## config.mk

```make
export PLATFORM = sky130hd
export DESIGN_NAME = jfcp_div
export DESIGN_NICKNAME = d
export VERILOG_FILES = /design/src/rtl/jfcp_pkg.sv /design/src/rtl/jfcp_div.sv
export SDC_FILE = /design/constraint.sdc
export NUM_CORES = 1
export LEC_CHECK = 0
export BUFFER_PORTS_ARGS = -buffer_cell sky130_fd_sc_hd__buf_2
export CAP_MARGIN = 5
export CELL_PAD_IN_SITES_DETAIL_PLACEMENT = 0
export CELL_PAD_IN_SITES_GLOBAL_PLACEMENT = 1
export CORE_UTILIZATION = 29
export DETAILED_ROUTE_END_ITERATION = 6
export PLACE_DENSITY_LB_ADDON = 0.1
export SYNTH_ARGS = -nofsm -noshare
export SYNTH_HDL_FRONTEND = slang
export SYNTH_SLANG_ARGS = --single-unit
```

## constraint.sdc

```tcl
create_clock -name clock -period 7.6 [get_ports clock]
set_clock_uncertainty 0.2 [all_clocks]
set_input_delay 2.28 -clock clock [delete_from_list [all_inputs] [get_ports clock]]
set_output_delay 2.28 -clock clock [all_outputs]
set_load 0.01 [all_outputs]
```

## src/rtl/jfcp_pkg.sv

```systemverilog
`default_nettype none

package jfcp_pkg;

   // frame store geometry
   localparam int FRAME_BYTES = 262144;
   localparam int FB_AW       = $clog2(FRAME_BYTES);
   localparam int CNT_W       = FB_AW + 1;
   localparam int NUM_W       = CNT_W + 1;

   // packet geometry
   localparam int HDR_LEN = 38;
   localparam int PAY_W   = 13;
   localparam int POS_W   = 13;
   localparam int PAY_MAX = 7200;

   // header constants
   localparam logic [31:0] HDR_TAG = 32'h4553_4A50;
   localparam logic [7:0]  MRK_FF  = 8'hFF;
   localparam logic [7:0]  MRK_SOI = 8'hD8;
   localparam logic [7:0]  MRK_EOI = 8'hD9;

   // result status codes
   typedef enum logic [1:0] {
      ST_PACKET  = 2'd0,
      ST_BAD     = 2'd1,
      ST_TOO_BIG = 2'd2
   } status_type;

   // control register indexes
   typedef enum logic [1:0] {
      CSR_DEVICE_ID = 2'd0,
      CSR_VERSION   = 2'd1,
      CSR_PAYLOAD   = 2'd2
   } csr_index_type;

endpackage

`default_nettype wire

```

## src/rtl/jfcp_div.sv

```systemverilog
`default_nettype none

// restoring divider, one quotient bit per cycle
module jfcp_div (
   input  wire logic                          clock,
   input  wire logic                          reset,
   input  wire logic                          start,
   input  wire logic [jfcp_pkg::NUM_W-1:0]    num,
   input  wire logic [jfcp_pkg::PAY_W-1:0]    den,
   output      logic                          done,
   output      logic [jfcp_pkg::NUM_W-1:0]    quot
);

   localparam int CW = $clog2(jfcp_pkg::NUM_W + 1);

   logic [jfcp_pkg::NUM_W-1:0] q_ff, q_in;
   logic [jfcp_pkg::PAY_W-1:0] rem_ff, rem_in, den_ff, den_in;
   logic [CW-1:0]              cnt_ff, cnt_in;
   logic                       run_ff, run_in, done_ff, done_in;
   logic [jfcp_pkg::PAY_W:0]   trial;

   // one shift and trial subtract a step
   always_comb begin
      q_in    = q_ff;
      rem_in  = rem_ff;
      den_in  = den_ff;
      cnt_in  = cnt_ff;
      run_in  = run_ff;
      done_in = 1'b0;
      trial   = {rem_ff, q_ff[jfcp_pkg::NUM_W-1]};
      if (start) begin
         q_in   = num;
         rem_in = '0;
         den_in = den;
         cnt_in = CW'(jfcp_pkg::NUM_W);
         run_in = 1'b1;
      end else if (run_ff) begin
         if (trial >= {1'b0, den_ff}) begin
            rem_in = jfcp_pkg::PAY_W'(trial - {1'b0, den_ff});
            q_in   = {q_ff[jfcp_pkg::NUM_W-2:0], 1'b1};
         end else begin
            rem_in = trial[jfcp_pkg::PAY_W-1:0];
            q_in   = {q_ff[jfcp_pkg::NUM_W-2:0], 1'b0};
         end
         cnt_in = cnt_ff - CW'(1);
         if (cnt_ff == CW'(1)) begin
            run_in  = 1'b0;
            done_in = 1'b1;
         end
      end
   end

   always_ff @(posedge clock) begin
      if (reset) begin
         run_ff  <= 1'b0;
         done_ff <= 1'b0;
         cnt_ff  <= '0;
      end else begin
         run_ff  <= run_in;
         done_ff <= done_in;
         cnt_ff  <= cnt_in;
      end
      q_ff   <= q_in;
      rem_ff <= rem_in;
      den_ff <= den_in;
   end

   assign done = done_ff;
   assign quot = q_ff;

endmodule

`default_nettype wire

```

# Yosys cells after proc, flatten, opt, wreduce, memory -nomap -nowiden
# Cells that the tools add are included.
[totals] ff_bits=53 elab_cells=25
[op_classes] magnitude_cmp=1 bitwise_logic=1 muxes=10 n_reduce_logical=3 n_addsub=2 eq_ne=1
[op_table] op="$mux 20" count=2
[op_table] op="$ge 14x13->1" count=1
[op_table] op="$mux 13" count=1
[op_table] op="$sub 13x13->13" count=1
[op_table] op="$mux 5" count=2
[op_table] op="$eq 5x1->1 const B" count=1
[op_table] op="$mux 1" count=5
[op_table] op="$sub 5x1->5 const B" count=1
[op_table] op="$reduce_or 3->1" count=1
[op_table] op="$reduce_bool 2->1" count=1
[op_table] op="$reduce_or 2->1" count=1
[op_table] op="$not 1->1" count=1

# Longest topological paths before layout
# Gate-level depths: netlist of run 1.
[logic_depth] ltp_word=4 mapped_depth=11 mapped_depth_nobuf=10

# Worst setup path after synthesis of run 1
# Ideal clock, no wire load.
[synth_timing] kind="input -> register" from="input start" to="register q_ff (netlist bit quot[10]) (data pin)" path_slack_ps=4179 t_arrival_ps=2961 path_stages=2 required_time_ps=7140 path_cell_list="buf_1 mux2_2"
[synth_between] elab_chain_cells=1
[synth_lines] item="from (decl)" line_no="jfcp_div.sv:7" source="input wire logic start,"
[synth_lines] item="$mux 20" line_no="jfcp_div.sv:31" source="if (start) begin"
[synth_lines] item="via q_in, one bit" line_no="jfcp_div.sv:16" source="logic [jfcp_pkg::NUM_W-1:0] q_ff, q_in;"
[synth_lines] item="to (signal assigned)" line_no="jfcp_div.sv:63" source="q_ff <= q_in;"
[synth_lines] item="to (decl)" line_no="jfcp_div.sv:16"
# The timed path passes the listed nets, and every way through them passes these cells.
# A chain may end at the register's enable or synchronous reset.

# Final worst setup path of run 1
[layout_timing] from="input start" to="register q_ff (netlist bit quot[5]), enable pin"
[layout_between] elab_chain_cells=1
[layout_lines] item="$reduce_bool 2->1 (no source line)"
# No other way between the ends.

==> results of run 1 <==
[per-stage QoR]
| stage | std cells | area, sq um | setup WS [ns] |
|---|---|---|---|
| after floorplan | 238 | 2770 | 4.18 |
| after global placement | 415 | 3180 | 3.25 |
| after detailed placement | 415 | 3180 | 3.19 |
| after CTS | 423 | 3290 | 3.55 |
| after global routing | 423 | 3290 | 3.42 |
| final | 423 | 3290 | 3.62 |
[registers in the layout (all words and copies together) (netlist names)]
register,cells
quot,20
den_ff,13
rem_ff,13
cnt_ff,5
done,1
run_ff,1
[layer usage]
metal	share of wire, %	vias to the layer above	global-route usage, %
met5	0	-	0
met4	0.95	0	3.85
met3	3.2	4	2.95
met2	46	32	19.3
met1	50	926	16.4
li1	-	992	-
[area by class of cell]
type / count / area share, %
Inverter: 17 / 1.94
Sequential cell: 53 / 42.3
Clock buffer: 5 / 2.09
Multi-Input combinational cell: 158 / 38.4
Timing Repair Buffer: 58 / 8.97
Tap cell: 129 / 4.90
Clock inverter: 3 / 1.41
[worst max-delay path by stage]
stage / startpoint / slack, ns / to
6_report: start / 3.62 / quot[5]$_DFFE_PP_
4_1_cts: start / 3.55 / quot[14]$_DFFE_PP_
3_5_place_dp: start / 3.19 / quot[8]$_DFFE_PP_
2_1_floorplan: start / 4.18 / quot[10]$_DFFE_PP_
5_1_grt: start / 3.42 / quot[19]$_DFFE_PP_
3_3_place_gp: start / 3.25 / quot[1]$_DFFE_PP_
[kinds of logic (layout without fill, tap and decap cells)]
| family | count (synthesis) | count (layout) |
|---|---|---|
| xor gates and xnor gates | 13 | 13 |
| and+or+nand+nor | 51 | 51 |
| adders and majority gates | 16 | 16 |
| buffers and inverters | 27 | 83 |
| DFF | 53 | 53 |
| muxes | 29 | 29 |
| AOI/OAI and AO/OA | 49 | 49 |
[cells in the final DEF (no fill, tap or decap), types with 5 or more instances in the layout]
master and n:
a211oi_1 10, a21o_1 7, a21oi_1 7, buf_2 56, clkbuf_8 5, dfxtp_1 20, edfxtp_1 33, ha_1 15
inv_1 17, mux2_2 20, mux2i_1 8, nand2_1 12, nor2_1 18, o21ai_0 6, xnor2_1 6, xor2_1 7
[worst reg2reg max path, delay by kind of cell, from the launching register on]
family / cells / cell delay [ns]
flops: 1 / 0.41
fa+ha+maj: 2 / 0.56
simple gates: 1 / 0.28
buf+inv: 2 / 0.14
compound gates: 4 / 1.12
mux: 1 / 0.37
[power breakdown]
part	total, mW	switching, mW	internal [mW]
logic	0.158	0.0857	0.0725
registers	0.349	0.0139	0.335
clock network	0.195	0.0966	0.0988
total	0.702	0.196	0.506
==> flow_metrics.tcl, run 1 <==
set metrics [dict create \
    outcome "completed" \
    hpwl_um 3880 \
    synth_common_cells "33 x edfxtp_1, 20 x dfxtp_1, 20 x mux2_2, 18 x nor2_1, 17 x inv_1" \
    synthSimpleGateAreaFrac_pct 9.04 \
    grt_pass1_wl_um 9540 \
    drt_iter0_markers 46 \
    synth_xor_xnor_area_share_pct 4.11 \
    drive_gt1_share_pct 31.6 \
    n_antenna_cell 0 \
    muxShareOfSynthArea_pct 11.6 \
    max_stage_delay_ns 0.61 \
    leakage_nw 1.35 \
    reg2reg_depth 10 \
    htreeDepth 2 \
    cpMaxStageDelayCell "inv_1" \
    grt_pass1_vias 2020 \
    ctsRootBufferMaster "clkbuf_8" \
    maxSlewHeadroom_pct 36.2 \
    post-cts-setup-buffers 0 \
    yosysTopAreaCellShare_pct 35.8 \
    worstPathRequired_ns 7.34 \
    synthCells 238 \
    rows 35 \
    arrival_ns 3.72 \
    critical_path_class "input port to flop" \
    setup_viol 0 \
    cp-start-kind "input port" \
    synth_seq_cells 53 \
    final_util_pct 35.6 \
    synth-adder-area-share_pct 7.50 \
    syn_to_final_growth_pct 18.9 \
    synthTopCellsByArea "edfxtp_1 36%, dfxtp_1 14%, mux2_2 8.1%" \
    grt_overflow_total 0 \
    min-delay-start "cnt_ff[1]$_SDFFE_PP0P_" \
    cap_violations 0 \
    fp.dieH_um 99.7 \
    rsz0062_at_grt "false" \
    endpoint_kind "flop" \
    layout.area.seq_sq_um 1390 \
    seq_area_frac_synth_pct 50.3 \
    die_area_sq_um 9940 \
    ir_worst_vdd_mv 0.0844 \
    routedWlPerCell_um 13.2 \
    crit_fanout 54 \
    syn_area_per_cell_sq_um 11.6 \
    hp-class "flop to flop" \
    timing.critical_path.buf_inv 3 \
    synth_fp_nets 290 \
    cp_cell_sequence "buf_2 -> buf_4 -> nor2_1 -> inv_1" \
    holdPathEnd "cnt_ff[1]$_SDFFE_PP0P_" \
    synth_compound_area_share_pct 13.4 \
    first_pass_iters 4 \
    drv_slew 0 \
    synth_cell_types 44 \
    numClockSinks 53 \
    powerDensity_nw_per_um2 213 \
    vias 1954 \
    synth_edf_count 33 \
    multi_input_area_sq_um 1260 \
    r2r-start "quot[19]$_DFFE_PP_" \
    ant_nets 0 \
    cts.path.max_buffers 2 \
    die_w_um 99.7 \
    period_minus_slack_ns 3.98 \
    core-area_sq_um 9240 \
    clock_latency_ns 0.30 \
    start_util_pct 30.0 \
    synthFlopType "edfxtp_1" \
    synth_top_family_by_area "compound AO/OA/AOI/OAI gates" \
    setup_tns_ns 0 \
    drc 0 \
    rrSetupSlack_ns 4.45 \
    fillCellCount 944 \
    cp.depth 4 \
    synth.largest_area_cell "edfxtp_1" \
    yosys_warnings 0 \
    ys_async_sr_fraction_pct 0 \
    post_cts_resize_count 0 \
    p_total_uw 702 \
    synth_area_sq_um 2770 \
    grt_start_max_net_pins 55 \
    cts_tree "built" \
    r2r-end "rem_ff[0]$_SDFFE_PP0P_" \
    grt_util_all_layers_pct 12.2 \
    ioPinCount 57 \
    worst_pin_slew_ns 0.956 \
    hold_depth 2 \
    path_clk_slew_ns 0.10 \
    gp_congestion 0.788 \
    hold_viol 0 \
    path_delay_family "buffers and inverters" \
    fin_crit_sh_pct 52.3 \
    routed_wl_um 5590 \
    cts_hold_buf 0 \
    hold_ws_ns 0.307 \
    final_nets 345 \
    avgViaCountPerCell 4.62 \
    antenna_found_initial 0 \
    post-synth-top-count-cell "edfxtp_1" \
    clock.fmax_ghz 0.252 \
    cts_buffers 5 \
    port_buffers 56 \
]
(Power assumes the default switching activity.)
==> inputs of run 2 (changes only) <==
==> constraint.sdc (replaced) <==
create_clock -name clock -period 4.15 [get_ports clock]
set_clock_uncertainty 0.2 [all_clocks]
set_input_delay 1.245 -clock clock [delete_from_list [all_inputs] [get_ports clock]]
set_output_delay 1.245 -clock clock [all_outputs]
set_load 0.01 [all_outputs]
==> flow_metrics.tcl, run 2 (same netlist as run 1, synthesis figures left out) <==
set metrics [dict create \
    outcome "completed" \
    port_buffers 56 \
    crit_path_frequent_cell "inv_1" \
    grt_util_all_layers_pct 12.1 \
    first_pass_iters 4 \
    min-delay-start "rem_ff[5]$_SDFFE_PP0P_" \
    hp-class "flop to flop" \
    fin_crit_sh_pct 73.0 \
    grt_pass1_wl_um 9380 \
    rsz0062_at_grt "false" \
    startpoint "quot[19]$_DFFE_PP_" \
    avgViaCountPerCell 4.53 \
    drive_gt1_share_pct 31.6 \
    ctsRootBufferMaster "clkbuf_8" \
    timing.critical_path.buf_inv 2 \
    cap_violations 0 \
    cp_cell_sequence "inv_1 -> ha_1 -> inv_1 -> fa_1 -> a21o_1 -> a221oi_2 -> and2_4 -> o31ai_4 -> mux2_4 -> a211oi_2" \
    hpwl_um 3960 \
    drc 0 \
    setup_tns_ns 0 \
    die_area_sq_um 9940 \
    grt_pass1_vias 1865 \
    ant_nets 0 \
    rows 35 \
    n_antenna_cell 0 \
    dp.cells 415 \
    max_stage_delay_ns 0.42 \
    htreeDepth 2 \
    powerDensity_nw_per_um2 378 \
    rrSetupSlack_ns 1.12 \
    endpoint_kind "flop" \
    cts_tree "built" \
    layout_commonest_cell "buf_2" \
    fp.dieH_um 99.7 \
    period_minus_slack_ns 3.03 \
    core-area_sq_um 9240 \
    cpMaxStageDelayCell "a221oi_2" \
    crit_fanout 15 \
    final_cell_mix "56 x buf_2, 33 x edfxtp_1, 20 x mux2_2, 20 x dfxtp_1, 18 x nor2_1" \
    routed_wl_um 5770 \
    cp-start-kind "flop" \
    antenna_found_initial 0 \
    post-cts-setup-buffers 0 \
    path_clk_slew_ns 0.10 \
    post_cts_resize_count 0 \
    ioPinCount 57 \
    setup_viol 0 \
    worst_pin_slew_ns 0.895 \
    drt_iter0_markers 36 \
    path_delay_family "compound AO/OA/AOI/OAI gates" \
    grt_overflow_total 0 \
    maxSlewHeadroom_pct 40.4 \
    r2r-start "quot[19]$_DFFE_PP_" \
    clock.fmax_ghz 0.330 \
    cts.path.max_buffers 2 \
    arrival_ns 3.06 \
    leakage_nw 1.34 \
    ir_worst_vdd_mv 0.141 \
    hold_viol 0 \
    syn_to_final_growth_pct 18.0 \
    critical_path_class "flop to flop" \
    largest_reg_flops 20 \
    gp_congestion 0.703 \
    drv_slew 0 \
    final_nets 345 \
    clock_latency_ns 0.31 \
    start_util_pct 30.0 \
    fin_cells 423 \
    numClockSinks 53 \
    routedWlPerCell_um 13.6 \
    die_w_um 99.7 \
    cts_buffers 5 \
    worstPathRequired_ns 4.18 \
    cts_hold_buf 0 \
    vias 1918 \
    grt_start_max_net_pins 54 \
]
==> run 2: area by class of cell <==
type	count	area, sq um
Clock buffer	5	68.8
Clock inverter	3	21.3
Fill cell	963	5970
Inverter	17	63.8
Multi-Input combinational cell	158	1260
Sequential cell	53	1390
Tap cell	129	161
Timing Repair Buffer	58	295
==> run 2: path summary, 6_finish.rpt <==
| path | end | cells after the start |
|---|---|---|
| setup / recovery | rem_ff[0]$_SDFFE_PP0P_ | 10 |
| hold / removal | rem_ff[5]$_SDFFE_PP0P_ | 2 |
| hold reg to reg | rem_ff[5]$_SDFFE_PP0P_ | 2 |
| setup reg to reg | rem_ff[0]$_SDFFE_PP0P_ | 10 |
==> run 2: power breakdown <==
| part | internal [mW] | switching, mW | total (mW) |
|---|---|---|---|
| sequential | 0.613 | 0.0250 | 0.638 |
| combinational | 0.133 | 0.157 | 0.290 |
| clock | 0.120 | 0.185 | 0.305 |
| total | 0.866 | 0.367 | 1.23 |
==> run 2: per-stage QoR <==
| step | worst slack (ns) | utilization, % | power (mW) | hold WS (ns) | cell area [sq um] |
|---|---|---|---|---|---|
| 2_1_floorplan | 1.32 | - | 0.858 | 0.253 | 2770 |
| 3_3_place_gp | 1.20 | 34.4 | 0.946 | 0.291 | 3180 |
| 3_5_place_dp | 1.10 | 34.4 | 0.944 | 0.298 | 3180 |
| 4_1_cts | 1.07 | 35.3 | 1.26 | 0.317 | 3270 |
| 5_1_grt | 0.941 | 35.3 | 1.32 | 0.346 | 3270 |
| 6_report | 1.12 | 35.3 | 1.23 | 0.312 | 3270 |
==> run 2: routing by layer <==
metal	track usage (%)	wire length (um)	vias up
li1	-	-	986
met1	16.8	2920	891
met2	18.7	2580	35
met3	2.67	191	6
met4	3.85	69	0
met5	0	0	-
==> run 2: worst min-delay path: stages, from the launching register on <==
cell,delay [ns]
dfxtp_1,0.34
nor2_1,0.08
a211oi_1,0.05
==> inputs of run 3 (changes only) <==
==> constraint.sdc (replaced) <==
create_clock -name clock -period 2.5 [get_ports clock]
set_clock_uncertainty 0.2 [all_clocks]
set_input_delay 0.75 -clock clock [delete_from_list [all_inputs] [get_ports clock]]
set_output_delay 0.75 -clock clock [all_outputs]
set_load 0.01 [all_outputs]
==> flow_metrics.tcl, run 3 (same netlist as run 1, synthesis figures left out) <==
set metrics [dict create \
    outcome "finished, violations left" \
    violations "negative setup slack" \
    arrival_ns 2.52 \
    routed_wl_um 6300 \
    setup_viol 13 \
    cts_tree "built" \
    grt_start_max_net_pins 22 \
    antenna_found_initial 0 \
    critical_path_class "flop to flop" \
    final_util_pct 39.6 \
    n_antenna_cell 0 \
    grt_pass1_vias 2008 \
    drv_slew 0 \
    clock.fmax_ghz 0.379 \
    cts_buffers 5 \
    leakage_nw 1.56 \
    r2r-start "quot[19]$_DFFE_PP_" \
    crit_path_frequent_cell "inv_2" \
    period_minus_slack_ns 2.64 \
    min-delay-start "cnt_ff[1]$_SDFFE_PP0P_" \
    cp-start-kind "flop" \
    clock_latency_ns 0.31 \
    holdPathEnd "cnt_ff[1]$_SDFFE_PP0P_" \
    fp.dieH_um 99.7 \
    fin_crit_sh_pct 106 \
    cts_hold_buf 0 \
    syn_to_final_growth_pct 32.3 \
    place_ws_ns -0.304 \
    crit_fanout 8 \
    rsz0062_at_grt "true" \
    hpwl_um 4630 \
    gp_congestion 0.742 \
    drt_iter0_markers 51 \
    drc 0 \
    port_buffers 56 \
    final_cell_mix "56 x buf_2, 43 x buf_4, 33 x edfxtp_1, 20 x mux2_2, 20 x dfxtp_1" \
    worst_pin_slew_ns 0.564 \
    cts.path.max_buffers 2 \
    grt_pass1_wl_um 10000 \
    drive_gt1_share_pct 43.3 \
    numClockSinks 53 \
    ant_nets 0 \
    routedWlPerCell_um 13.5 \
    cpMaxStageDelayCell "edfxtp_1" \
    worstPathRequired_ns 2.38 \
    cap_violations 0 \
    rows 35 \
    fin_cells 466 \
    core-area_sq_um 9240 \
    endpoint_kind "flop" \
    final_nets 388 \
    grt_util_all_layers_pct 13.0 \
    ctsRootBufferMaster "clkbuf_8" \
    rrSetupSlack_ns -0.14 \
    vias 2087 \
    avgViaCountPerCell 4.48 \
    layout_commonest_cell "buf_2" \
    hold_depth 2 \
    setup_tns_ns -0.779 \
    ir_worst_vdd_mv 0.269 \
    die_area_sq_um 9940 \
    hold_viol 0 \
    die_w_um 99.7 \
    max_stage_delay_ns 0.41 \
    maxSlewHeadroom_pct 62.4 \
    hp-class "flop to flop" \
    first_pass_iters 4 \
    largest_reg_flops 20 \
    r2r-end "quot[0]$_DFFE_PP_" \
    path_clk_slew_ns 0.11 \
    powerDensity_nw_per_um2 605 \
    start_util_pct 30.0 \
    grt_overflow_total 0 \
    cp_cell_sequence "inv_2 -> ha_4 -> inv_2 -> fa_2 -> a21o_1 -> a221oi_4 -> and2_4 -> o31ai_4 -> buf_6 -> mux2_2" \
    dp.cells 447 \
    ioPinCount 57 \
    setup_ws_ns -0.139 \
    htreeDepth 2 \
    reg2reg_depth 10 \
]
==> run 3: metrics by stage <==
stage	power, mW	instance area, sq um	hold WS (ns)
6_report	2.22	3660	0.312
5_1_grt	2.35	3660	0.355
4_1_cts	2.25	3640	0.320
3_5_place_dp	1.66	3430	0.304
3_3_place_gp	1.66	3430	0.301
2_1_floorplan	1.43	2780	0.245
==> run 3: worst max-delay path: cells and delay by family (launching register included) <==
family,cells,cell delay [ns]
muxes,1,0.26
and+or+nand+nor,1,0.20
buffers and inverters,3,0.30
adders and majority gates,2,0.49
DFF,1,0.41
AOI/OAI and AO/OA,3,0.56
==> run 3: worst max path at each step <==
stage          cells after the start  slack, ns                     end          startpoint
6_report                          10      -0.14       quot[0]$_DFFE_PP_  quot[19]$_DFFE_PP_
5_1_grt                           10      -0.22       quot[0]$_DFFE_PP_  quot[19]$_DFFE_PP_
4_1_cts                           10      -0.19       quot[0]$_DFFE_PP_  quot[19]$_DFFE_PP_
3_5_place_dp                      10      -0.30  rem_ff[0]$_SDFFE_PP0P_  quot[19]$_DFFE_PP_
3_3_place_gp                      10      -0.25  rem_ff[0]$_SDFFE_PP0P_  quot[19]$_DFFE_PP_
2_1_floorplan                     10      -0.22       quot[0]$_DFFE_PP_  quot[19]$_DFFE_PP_
==> run 3: layout make-up <==
type | instances | area, sq um
Clock buffer | 5 | 68.8
Clock inverter | 3 | 25.0
Fill cell | 924 | 5580
Inverter | 17 | 63.8
Multi-Input combinational cell | 158 | 1320
Sequential cell | 53 | 1390
Tap cell | 129 | 161
Timing Repair Buffer | 101 | 634
==> run 3: per-layer routing <==
layer	share of wire (%)	up-vias	routed length, um	track usage, %
met5	0	-	0	0
met4	0.86	0	54	3.73
met3	2.6	5	163	2.67
met2	48	31	3030	21.3
met1	49	979	3060	17.4
li1	-	1072	-	-
==> run 3: where the power goes <==
part / switching [mW] / internal (mW)
Sequential: 0.0439 / 1.02
Combinational: 0.304 / 0.334
Clock: 0.315 / 0.203
Total: 0.663 / 1.55
==> run 3: timing repair <==
action | 4_1_cts | 5_1_grt
endpoints found under the setup margin | 14 | 14
setup buffers | 10 | 2
pin swaps | 11 | 8
endpoints found under the hold margin | 0 | 0
gates resized for setup | 5 | 7
